==> src/rtl/pid_drive_controller_defines.svh <==
// Assertion macros shared by the drive controller modules.
`ifndef PID_DRIVE_CONTROLLER_DEFINES_SVH
`define PID_DRIVE_CONTROLLER_DEFINES_SVH

// Condition this cycle implies consequence in the next cycle.
`define PDC_ASSERT_NEXT(lbl, ante, cons, msg) \
  lbl: assert property (@(posedge clk) disable iff (!rst_n) (ante) |=> (cons)) \
    else $error(msg);

// Condition this cycle implies the signal keeps its value into the next cycle.
`define PDC_ASSERT_HOLD(lbl, ante, sig, msg) \
  lbl: assert property (@(posedge clk) disable iff (!rst_n) (ante) |=> $stable(sig)) \
    else $error(msg);

`endif

==> src/rtl/pdc_pkg.sv <==
// Shared types, constants and helpers of the PID drive controller.
`timescale 1ns / 1ps

package pdc_pkg;

  localparam int GAIN_FRAC_BITS_DEF = 8;
  localparam int INTEGRAL_WIDTH_DEF = 40;

  localparam int DATA_W     = 16;
  localparam int ERR_W      = 17;
  localparam int CFG_IDX_W  = 3;
  localparam int CFG_DATA_W = 16;
  localparam int OUT_DATA_W = 40;

  localparam logic signed [DATA_W-1:0] CEILING_RESET = 16'sd255;
  localparam logic [DATA_W-1:0]        PERIOD_RESET  = 16'd50;

  typedef enum logic [CFG_IDX_W-1:0] {
    REG_GAIN_P      = 3'd0,
    REG_GAIN_I      = 3'd1,
    REG_GAIN_D      = 3'd2,
    REG_TARGET      = 3'd3,
    REG_FLOOR       = 3'd4,
    REG_CEILING     = 3'd5,
    REG_MOTOR_MODE  = 3'd6,
    REG_PERIOD      = 3'd7
  } cfg_idx_t;

  typedef struct packed {
    logic signed [DATA_W-1:0] gain_p;
    logic signed [DATA_W-1:0] gain_i;
    logic signed [DATA_W-1:0] gain_d_scaled;
    logic signed [DATA_W-1:0] target_level;
    logic signed [DATA_W-1:0] drive_floor;
    logic signed [DATA_W-1:0] drive_ceiling;
    logic                     signed_motor_mode;
    logic [DATA_W-1:0]        update_period_ms;
  } pdc_cfg_t;

  typedef struct packed {
    logic step;    // an item leaves the input register this cycle
    logic sample;  // that item is a sensor sample
    logic clear;   // set point write: clear loop state
  } upd_ctrl_t;

  // Width of the summed control value: products plus integral, two guard bits.
  function automatic int raw_width(input int iw);
    raw_width = ((iw > 34) ? iw : 34) + 2;
  endfunction

endpackage

==> src/rtl/pdc_update.sv <==
// Control update: error, saturating integral, PID sum and the loop state registers.
`timescale 1ns / 1ps
`include "pid_drive_controller_defines.svh"

module pdc_update #(
  parameter int INTEGRAL_WIDTH = pdc_pkg::INTEGRAL_WIDTH_DEF
) (
  input  logic                              clk,
  input  logic                              rst_n,
  input  pdc_pkg::upd_ctrl_t                ctrl,
  input  pdc_pkg::pdc_cfg_t                 cfg,
  input  logic signed [pdc_pkg::DATA_W-1:0] sensor_value,
  output logic                              fire,
  output logic signed [pdc_pkg::raw_width(INTEGRAL_WIDTH)-1:0] raw_sum,
  output logic signed [pdc_pkg::ERR_W-1:0]  current_error
);

  localparam int IW    = INTEGRAL_WIDTH;
  localparam int RAW_W = pdc_pkg::raw_width(INTEGRAL_WIDTH);
  localparam int ACC_W = ((IW > 33) ? IW : 33) + 1;
  localparam logic signed [ACC_W-1:0] IMAX = ACC_W'({1'b0, {(IW-1){1'b1}}});
  localparam logic signed [ACC_W-1:0] IMIN = ~IMAX;

  logic [pdc_pkg::DATA_W-1:0]        ticks_r, ticks_nxt;
  logic signed [IW-1:0]              integ_r, integ_nxt, integ_sat;
  logic signed [pdc_pkg::ERR_W-1:0]  last_err_r, last_err_nxt;
  logic signed [pdc_pkg::ERR_W-1:0]  cur_err_r, cur_err_nxt;
  logic signed [RAW_W-1:0]           raw_r, raw_nxt, raw_calc;

  logic signed [pdc_pkg::DATA_W-1:0] gain_p, gain_i, gain_d, target;
  logic signed [pdc_pkg::ERR_W-1:0]  err;
  logic signed [pdc_pkg::ERR_W:0]    err_diff;
  logic signed [32:0]                prod_p, prod_i;
  logic signed [33:0]                prod_d;
  logic signed [ACC_W-1:0]           acc;
  logic                              due;

  assign gain_p = cfg.gain_p;
  assign gain_i = cfg.gain_i;
  assign gain_d = cfg.gain_d_scaled;
  assign target = cfg.target_level;

  assign err      = pdc_pkg::ERR_W'(sensor_value) - pdc_pkg::ERR_W'(target);
  assign err_diff = (pdc_pkg::ERR_W+1)'(err) - (pdc_pkg::ERR_W+1)'(last_err_r);
  assign prod_p   = gain_p * err;
  assign prod_i   = gain_i * err;
  assign prod_d   = gain_d * err_diff;

  assign acc = ACC_W'(integ_r) + ACC_W'(prod_i);
  always_comb begin
    if (acc > IMAX) begin
      integ_sat = IMAX[IW-1:0];
    end else if (acc < IMIN) begin
      integ_sat = IMIN[IW-1:0];
    end else begin
      integ_sat = acc[IW-1:0];
    end
  end

  assign raw_calc = RAW_W'(prod_p) + RAW_W'(integ_sat) + RAW_W'(prod_d);

  assign due  = (ticks_r >= cfg.update_period_ms);
  assign fire = ctrl.step && ctrl.sample && due;

  always_comb begin
    ticks_nxt    = ticks_r;
    integ_nxt    = integ_r;
    last_err_nxt = last_err_r;
    cur_err_nxt  = cur_err_r;
    raw_nxt      = raw_r;
    if (ctrl.clear) begin
      ticks_nxt    = '0;
      integ_nxt    = '0;
      last_err_nxt = '0;
      cur_err_nxt  = '0;
    end else if (fire) begin
      ticks_nxt    = '0;
      integ_nxt    = integ_sat;
      last_err_nxt = err;
      cur_err_nxt  = err;
      raw_nxt      = raw_calc;
    end else if (ctrl.step && !ctrl.sample && (ticks_r != '1)) begin
      ticks_nxt = ticks_r + 1'b1;
    end
  end

  always_ff @(posedge clk) begin
    if (!rst_n) begin
      ticks_r    <= '0;
      integ_r    <= '0;
      last_err_r <= '0;
      cur_err_r  <= '0;
      raw_r      <= '0;
    end else begin
      ticks_r    <= ticks_nxt;
      integ_r    <= integ_nxt;
      last_err_r <= last_err_nxt;
      cur_err_r  <= cur_err_nxt;
      raw_r      <= raw_nxt;
    end
  end

  assign raw_sum       = raw_r;
  assign current_error = cur_err_r;

  `PDC_ASSERT_NEXT(a_clear_state, ctrl.clear,
    (integ_r == '0) && (cur_err_r == '0) && (ticks_r == '0), "set point write left state")
  `PDC_ASSERT_NEXT(a_fire_restart, fire && !ctrl.clear,
    (ticks_r == '0) && (last_err_r == cur_err_r), "update did not restart the period")
  `PDC_ASSERT_HOLD(a_integ_idle, !ctrl.step && !ctrl.clear, integ_r,
    "integral moved without an item")

endmodule

==> src/rtl/pdc_drive.sv <==
// Drive formation: magnitude, fraction drop, ceiling/floor clamp and motor sign.
`timescale 1ns / 1ps

module pdc_drive #(
  parameter int GAIN_FRAC_BITS = pdc_pkg::GAIN_FRAC_BITS_DEF,
  parameter int INTEGRAL_WIDTH = pdc_pkg::INTEGRAL_WIDTH_DEF
) (
  input  logic signed [pdc_pkg::raw_width(INTEGRAL_WIDTH)-1:0] raw_sum,
  input  logic signed [pdc_pkg::ERR_W-1:0]  current_error,
  input  pdc_pkg::pdc_cfg_t                 cfg,
  output logic signed [pdc_pkg::DATA_W-1:0] drive
);

  localparam int RAW_W = pdc_pkg::raw_width(INTEGRAL_WIDTH);

  logic [RAW_W-1:0]                  mag, mag_shift;
  logic signed [RAW_W:0]             mag_s, ceil_x, floor_x, clip_hi, clip_lo;
  logic signed [pdc_pkg::DATA_W-1:0] mag16;

  // Guard bits keep the most negative sum out of reach, so the negate is exact.
  assign mag       = (raw_sum < 0) ? RAW_W'(-raw_sum) : RAW_W'(raw_sum);
  assign mag_shift = mag >> GAIN_FRAC_BITS;
  assign mag_s     = signed'({1'b0, mag_shift});

  assign ceil_x  = (RAW_W+1)'(cfg.drive_ceiling);
  assign floor_x = (RAW_W+1)'(cfg.drive_floor);

  // Floor applied last: it wins when set above the ceiling.
  assign clip_hi = (mag_s >= ceil_x) ? ceil_x : mag_s;
  assign clip_lo = (clip_hi <= floor_x) ? floor_x : clip_hi;
  assign mag16   = clip_lo[pdc_pkg::DATA_W-1:0];

  assign drive = (cfg.signed_motor_mode && (current_error > 0)) ? -mag16 : mag16;

endmodule

==> src/rtl/pid_drive_controller.sv <==
// Top level of the PID drive controller: config registers, pipeline and handshake.
`timescale 1ns / 1ps
`include "pid_drive_controller_defines.svh"

// Channel  Dir  tdata (low bit up)                      tuser
// in_      in   sensor_value[15:0]                      kind (0 tick, 1 sample)
// out_     out  drive[15:0], error_now[32:16], zero pad  updated
// cfg_     in   cfg_we / cfg_addr (register) / cfg_wdata, no read-back
//
// Flow: one word per clock while the result register is free or drained; the input register
//   captures the word, the control update writes the loop state as it moves to the middle
//   stage, then the drive clamp fills the result register. The loop state feedback
//   (integral, last error) is in place for the very next word.
// Reset: synchronous active-low rst_n clears the pipeline valids, loop state and registers
//   to their reset values; no clearing pass.
// Stalls: out_tready low with a result waiting freezes the whole pipeline; the input
//   register still takes one word while it is empty.

module pid_drive_controller #(
  parameter int GAIN_FRAC_BITS = pdc_pkg::GAIN_FRAC_BITS_DEF,
  parameter int INTEGRAL_WIDTH = pdc_pkg::INTEGRAL_WIDTH_DEF
) (
  input  logic                                clk,
  input  logic                                rst_n,
  // configuration write port
  input  logic                                cfg_we,
  input  logic [pdc_pkg::CFG_IDX_W-1:0]       cfg_addr,
  input  logic [pdc_pkg::CFG_DATA_W-1:0]      cfg_wdata,
  // input stream
  input  logic                                in_tvalid,
  output logic                                in_tready,
  input  logic [pdc_pkg::DATA_W-1:0]          in_tdata,   // [15:0] sensor_value
  input  logic [0:0]                          in_tuser,   // [0] kind
  // result stream
  output logic                                out_tvalid,
  input  logic                                out_tready,
  output logic [pdc_pkg::OUT_DATA_W-1:0]      out_tdata,  // [15:0] drive, [32:16] error_now
  output logic [0:0]                          out_tuser   // [0] updated
);

  localparam int RAW_W = pdc_pkg::raw_width(INTEGRAL_WIDTH);

  pdc_pkg::pdc_cfg_t  cfg_r;
  pdc_pkg::upd_ctrl_t upd_ctrl;

  // Pipeline registers.
  logic                              in_valid_r;
  logic                              in_kind_r;
  logic signed [pdc_pkg::DATA_W-1:0] in_sensor_r;
  logic                              mid_valid_r;
  logic                              mid_updated_r;
  logic                              out_valid_r;
  logic signed [pdc_pkg::DATA_W-1:0] out_drive_r;
  logic signed [pdc_pkg::ERR_W-1:0]  out_err_r;
  logic                              out_updated_r;

  logic                              advance;
  logic                              upd_fire;
  logic signed [RAW_W-1:0]           raw_sum;
  logic signed [pdc_pkg::ERR_W-1:0]  current_error;
  logic signed [pdc_pkg::DATA_W-1:0] drive;
  logic                              target_wr;

  // Whole pipeline moves when the result register is free or being drained.
  assign advance   = !out_valid_r || out_tready;
  assign in_tready = advance || !in_valid_r;
  assign target_wr = cfg_we && (pdc_pkg::cfg_idx_t'(cfg_addr) == pdc_pkg::REG_TARGET);

  assign upd_ctrl.step   = advance && in_valid_r;
  assign upd_ctrl.sample = in_kind_r;
  assign upd_ctrl.clear  = target_wr;

  // Configuration registers; unknown indexes cannot occur with a 3-bit index.
  always_ff @(posedge clk) begin
    if (!rst_n) begin
      cfg_r.gain_p            <= '0;
      cfg_r.gain_i            <= '0;
      cfg_r.gain_d_scaled     <= '0;
      cfg_r.target_level      <= '0;
      cfg_r.drive_floor       <= '0;
      cfg_r.drive_ceiling     <= pdc_pkg::CEILING_RESET;
      cfg_r.signed_motor_mode <= 1'b0;
      cfg_r.update_period_ms  <= pdc_pkg::PERIOD_RESET;
    end else if (cfg_we) begin
      case (pdc_pkg::cfg_idx_t'(cfg_addr))
        pdc_pkg::REG_GAIN_P:     cfg_r.gain_p            <= cfg_wdata;
        pdc_pkg::REG_GAIN_I:     cfg_r.gain_i            <= cfg_wdata;
        pdc_pkg::REG_GAIN_D:     cfg_r.gain_d_scaled     <= cfg_wdata;
        pdc_pkg::REG_TARGET:     cfg_r.target_level      <= cfg_wdata;
        pdc_pkg::REG_FLOOR:      cfg_r.drive_floor       <= cfg_wdata;
        pdc_pkg::REG_CEILING:    cfg_r.drive_ceiling     <= cfg_wdata;
        pdc_pkg::REG_MOTOR_MODE: cfg_r.signed_motor_mode <= cfg_wdata[0];
        pdc_pkg::REG_PERIOD:     cfg_r.update_period_ms  <= cfg_wdata;
        default: ;
      endcase
    end
  end

  // Valid bits of the three stages.
  always_ff @(posedge clk) begin
    if (!rst_n) begin
      in_valid_r  <= 1'b0;
      mid_valid_r <= 1'b0;
      out_valid_r <= 1'b0;
    end else begin
      if (advance) begin
        mid_valid_r <= in_valid_r;
        out_valid_r <= mid_valid_r;
      end
      if (in_tready) begin
        in_valid_r <= in_tvalid;
      end
    end
  end

  // Payload registers: capture the input word, then advance the result.
  always_ff @(posedge clk) begin
    if (in_tready) begin
      in_kind_r   <= in_tuser[0];
      in_sensor_r <= in_tdata;
    end
    if (advance) begin
      mid_updated_r <= upd_fire;
      out_drive_r   <= drive;
      out_err_r     <= current_error;
      out_updated_r <= mid_updated_r;
    end
  end

  pdc_update #(
    .INTEGRAL_WIDTH(INTEGRAL_WIDTH)
  ) u_update (
    .clk          (clk),
    .rst_n        (rst_n),
    .ctrl         (upd_ctrl),
    .cfg          (cfg_r),
    .sensor_value (in_sensor_r),
    .fire         (upd_fire),
    .raw_sum      (raw_sum),
    .current_error(current_error)
  );

  // Drive is formed from the state left by the item now in the middle stage.
  pdc_drive #(
    .GAIN_FRAC_BITS(GAIN_FRAC_BITS),
    .INTEGRAL_WIDTH(INTEGRAL_WIDTH)
  ) u_drive (
    .raw_sum      (raw_sum),
    .current_error(current_error),
    .cfg          (cfg_r),
    .drive        (drive)
  );

  assign out_tvalid = out_valid_r;
  assign out_tdata  = {{(pdc_pkg::OUT_DATA_W - pdc_pkg::ERR_W - pdc_pkg::DATA_W){1'b0}},
                       out_err_r, out_drive_r};
  assign out_tuser  = out_updated_r;

  `PDC_ASSERT_NEXT(a_in_hold, in_valid_r && !advance, in_valid_r,
    "input word dropped while stalled")
  `PDC_ASSERT_HOLD(a_in_data_hold, in_valid_r && !advance, in_sensor_r,
    "input word changed while stalled")
  `PDC_ASSERT_NEXT(a_mid_to_out, mid_valid_r && advance, out_valid_r,
    "result lost between middle and result stage")

endmodule

==> config.mk <==
export PLATFORM = sky130hd
export DESIGN_NAME = pid_drive_controller
export DESIGN_NICKNAME = d
export VERILOG_FILES = /design/src/rtl/pdc_pkg.sv /design/src/rtl/pdc_update.sv /design/src/rtl/pdc_drive.sv /design/src/rtl/pid_drive_controller.sv
export VERILOG_INCLUDE_DIRS = /design/src /design/src/rtl
export SDC_FILE = /design/constraint.sdc
export NUM_CORES = 2
export LEC_CHECK = 0
export ABC_CLOCK_PERIOD_IN_PS = 38600
export BUFFER_PORTS_ARGS = -buffer_cell sky130_fd_sc_hd__buf_2
export CAP_MARGIN = 0
export CORE_UTILIZATION = 50
export CTS_BUF_LIST = sky130_fd_sc_hd__clkbuf_8
export CTS_CLUSTER_SIZE = 8
export DETAILED_ROUTE_END_ITERATION = 10
export PLACE_DENSITY = 0.71
export SLEW_MARGIN = 40
export SYNTH_ARGS = -nofsm -noshare
export SYNTH_HDL_FRONTEND = slang
export SYNTH_SLANG_ARGS = --single-unit
==> constraint.sdc <==
create_clock -name clk -period 38.6 [get_ports clk]
set_input_delay 5.79 -clock clk [delete_from_list [all_inputs] [get_ports clk]]
set_output_delay 5.79 -clock clk [all_outputs]
set_load 0.05 [all_outputs]
==> results by group <==
Run status
  – Outcome: complete, no violations

Logic synthesis
  – Synthesis Warnings: 0
  – Compound-Gate Fraction of Synth Area: 0.0785
  – Largest family of logic cells by synthesized area: adder cells
  – Number of enable flip-flop cells after synthesis: 52
  – Leading cell type by number of instances after synthesis: inv_1
  – Post-synth top flop: dfxtp_1
  – Top cells by count, synth: 1398 x inv_1, 1096 x fa_1, 896 x nand2_1
  – Area contributors post-synth: fa_1 42%, inv_1 10%, ha_1 9.4%, dfxtp_1 8.8%, nand2_1 6.4%
  – Flops & latches, synth: 283
  – Cell variety after synth: 78
  – Ys async rst share: 0
  – Top-area cell type share of the netlist area: 0.416
  – Synthesized area per cell: 8.91 um2
  – Area share of xor/xnor cells in the synthesized design: 0.0252
  – Synth Area in Simple Gates: 0.147
  – Cell taking the most area after synthesis: fa_1
  – Register area share after synthesis: 0.117
  – Adder-cell share of the synthesized area: 0.511
  – Gate Count Post-Synth: 5921
  – Proportion of synthesized area in mux cells: 0.00306
  – Mapped Area: 52700 um2

Timing
  – Crit share post-route: 0.486
  – Worst Tran Pin Value: 0.871 ns
  – Endpoints failing setup: 0
  – Relative slew margins: 0.413
  – PnR worst setup slack: 19.86 ns
  – Sum Neg Setup Slack: 0 ns
  – Final Max Slew Viols: 0
  – RSZ-0062 raised after global routing: no
  – Achievable frequency: 53.4 MHz
  – Clock period minus worst slack: 18.74 ns
  – Final clock skew: 0.0341 ns
  – Hold Violations, Final: 0

Routing
  – DRC viols: 0
  – DR WL/cell: 19.0 um
  – Final wirelength: 139 mm
  – Vias per std cell: 5.44
  – DRT iter0 DRCs: 2845
  – Drt first pass iters: 6
  – Final ANT Viol Nets: 0
  – Via count: 39742

Setup path
  – CP arrival: 19.33 ns
  – CP Max Fanout: 48
  – Startpoint Class: flip-flop
  – Worst EP required: 39.18 ns
  – Most common cell on crit path: fa_1
  – Worst Setup Path Type: flip-flop to flip-flop
  – Crit end category: flip-flop
  – Crit path largest cell delay: 0.88 ns
  – CP max-delay cell: fa_1

Layout
  – Post-route insts no fill: 7312
  – Area grow syn2layout: 6.01%
  – Finished Core Util: 0.537
  – Nets: 7419
  – Ratio of cells with drive above 1 in the final layout: 0.0519
  – Final instance area: 55900 um2

Placement
  – Port bufs: 76
  – Area after DPL: 54700 um2
  – Dpl ws: 20.09 ns
  – Dpl hpwl: 112 mm
  – Cells after DPL: 7210
  – Placer Congestion: 0.916

GRT
  – Vias in the first global route: 41623
  – First-pass GRT wire length: 228 mm
  – Largest net degree at the start of global routing: 62
  – Gr usage total: 0.274
  – Initial antenna violation count: 6
  – GRT overflow: 0

Power
  – PD cells: 26.9 nW/um2
  – NetSw: 713 uW
  – Peak supply drop: 29.1 uV
  – Internal cell power: 792 uW
  – Clock Power Share: 0.231
  – Proportion of power drawn by flip-flops and latches: 0.207
  – Combinational power share: 0.561
  – Leakage: 26.9 nW
  – Sw Ratio: 0.474

Clock network
  – Post-CTS setup buffer count: 0
  – CTS max path bufs: 3
  – Worst skew pair latency: 0.73 ns
  – # hold bufs at CTS: 0
  – Clock transition at path regs: 0.06 ns
  – Root buffer cell: clkbuf_8
  – Num CTS Buffers: 54
  – # clock sinks: 283
  – PostCTS Resize Cnt: 0
  – CTS tree: yes
  – # H-tree levels: 2

Floorplanning
  – Die width: 327 um
  – Core footprint: 104000 um2
  – Ports: 84
  – Cell Rows: 118
  – Effective utilization at floorplan: 0.507
  – DIE AREA: 107000 um2
  – Die height: 327 um

Worst hold path
  – Worst hold path class: flip-flop to flip-flop

Run
  – MaxCap Viol Count: 0
[worst paths after layout]
path	start	to	slack, ns	cells past startpoint
max	in_sensor_r[0]$_DFFE_PP_	u_update.raw_sum[40]$_SDFFE_PN0P_	19.86	61
min	mid_updated_r$_DFFE_PN_	out_tuser$_DFFE_PN_	0.42	0
max reg2reg	in_sensor_r[0]$_DFFE_PP_	u_update.raw_sum[40]$_SDFFE_PN0P_	19.86	61
min reg2reg	mid_updated_r$_DFFE_PN_	out_tuser$_DFFE_PN_	0.42	0
[routing by layer]
layer	up-vias	GRT usage	routed length (um)
li1	17799	-	-
met1	20300	0.363	56200
met2	1379	0.455	66400
met3	260	0.0393	10300
met4	4	0.105	6230
met5	-	0	33
[stage by stage]
step,hold WS [ns],total power [mW]
finish,0.422,1.51
global route,0.444,1.64
CTS,0.420,1.51
detailed placement,0.406,1.16
global placement,0.409,1.14
floorplan,0.400,0.909
[critical path, delay by kind of cell (launching register included)]
kind / cells / cell delay [ns]
fa+ha+maj: 18 / 8.91
compound gates: 22 / 5.92
simple gates: 10 / 1.98
buf+inv: 11 / 1.39
flops: 1 / 0.33
[power groups by stage]
stage | sequential (mW) | combinational, mW | clock, mW
finish | 0.312 | 0.845 | 0.348
detailed placement | 0.318 | 0.840 | 0
global placement | 0.318 | 0.826 | 0
CTS | 0.312 | 0.845 | 0.352
floorplan | 0.320 | 0.589 | 0
global route | 0.313 | 0.957 | 0.365
[area by class of cell]
| type | instances | area, um2 |
|---|---|---|
| Fill cell | 9412 | 48200 |
| Clock buffer | 67 | 922 |
| Timing Repair Buffer | 152 | 951 |
| Multi-Input combinational cell | 3996 | 40600 |
| Tap cell | 1380 | 1730 |
| Inverter | 1399 | 5260 |
| Antenna cell | 3 | 7.51 |
| Clock inverter | 32 | 302 |
| Sequential cell | 283 | 6190 |
[flip-flops by register name, indices dropped and copies added (netlist names)]
| signal | flops |
|---|---|
| in_kind_r | 1 |
| mid_valid_r | 1 |
| in_valid_r | 1 |
| u_update.integ_r | 40 |
| mid_updated_r | 1 |
| out_tuser | 1 |
| u_update.current_error | 17 |
| u_update.ticks_r | 16 |
| out_tvalid | 1 |
| in_sensor_r | 16 |
| cfg_r | 113 |
| out_err_r | 17 |
| u_update.raw_sum | 42 |
| out_drive_r | 16 |
[layout by cell type (no fill, tap or decap), types with 8 or more instances in the layout]
cell type / synthesis / routed
xor2_1: 52 / 51
a31oi_1: 20 / 18
and3_1: 15 / 14
o21ai_0: 117 / 115
nand4_1: 29 / 29
dfxtp_1: 231 / 229
and2_1: 230 / 229
fa_1: 1096 / 1095
xnor2_1: 100 / 92
or3_1: 13 / 13
nor2b_1: 93 / 93
a21boi_0: 12 / 12
ha_1: 396 / 396
nor2_1: 189 / 179
clkbuf_8: 0 / 67
inv_1: 1398 / 1411
nand2b_1: 57 / 57
a21oi_1: 242 / 242
o21bai_1: 10 / 10
buf_4: 7 / 76
nor4_1: 13 / 12
nand3b_1: 9 / 9
nor3_1: 35 / 35
o31ai_1: 13 / 13
edfxtp_1: 52 / 52
a22o_1: 18 / 18
nand3_1: 57 / 54
o21a_1: 10 / 10
mux2_2: 9 / 9
xnor2_2: 0 / 8
nand2_1: 896 / 895
a21o_1: 51 / 51
o2bb2ai_1: 34 / 34
o211ai_1: 26 / 26
buf_2: 0 / 76
a211oi_1: 18 / 18
[logic make-up after synthesis]
family | Yosys count
other | 1
XOR/XNOR | 152
adder cells (fa/ha/maj) | 1497
flip-flops | 283
multiplexers | 15
buffers and inverters | 1648
AO/OA/AOI/OAI | 652
AND/OR/NAND/NOR | 1673
Power figures use the tool's default switching activity.
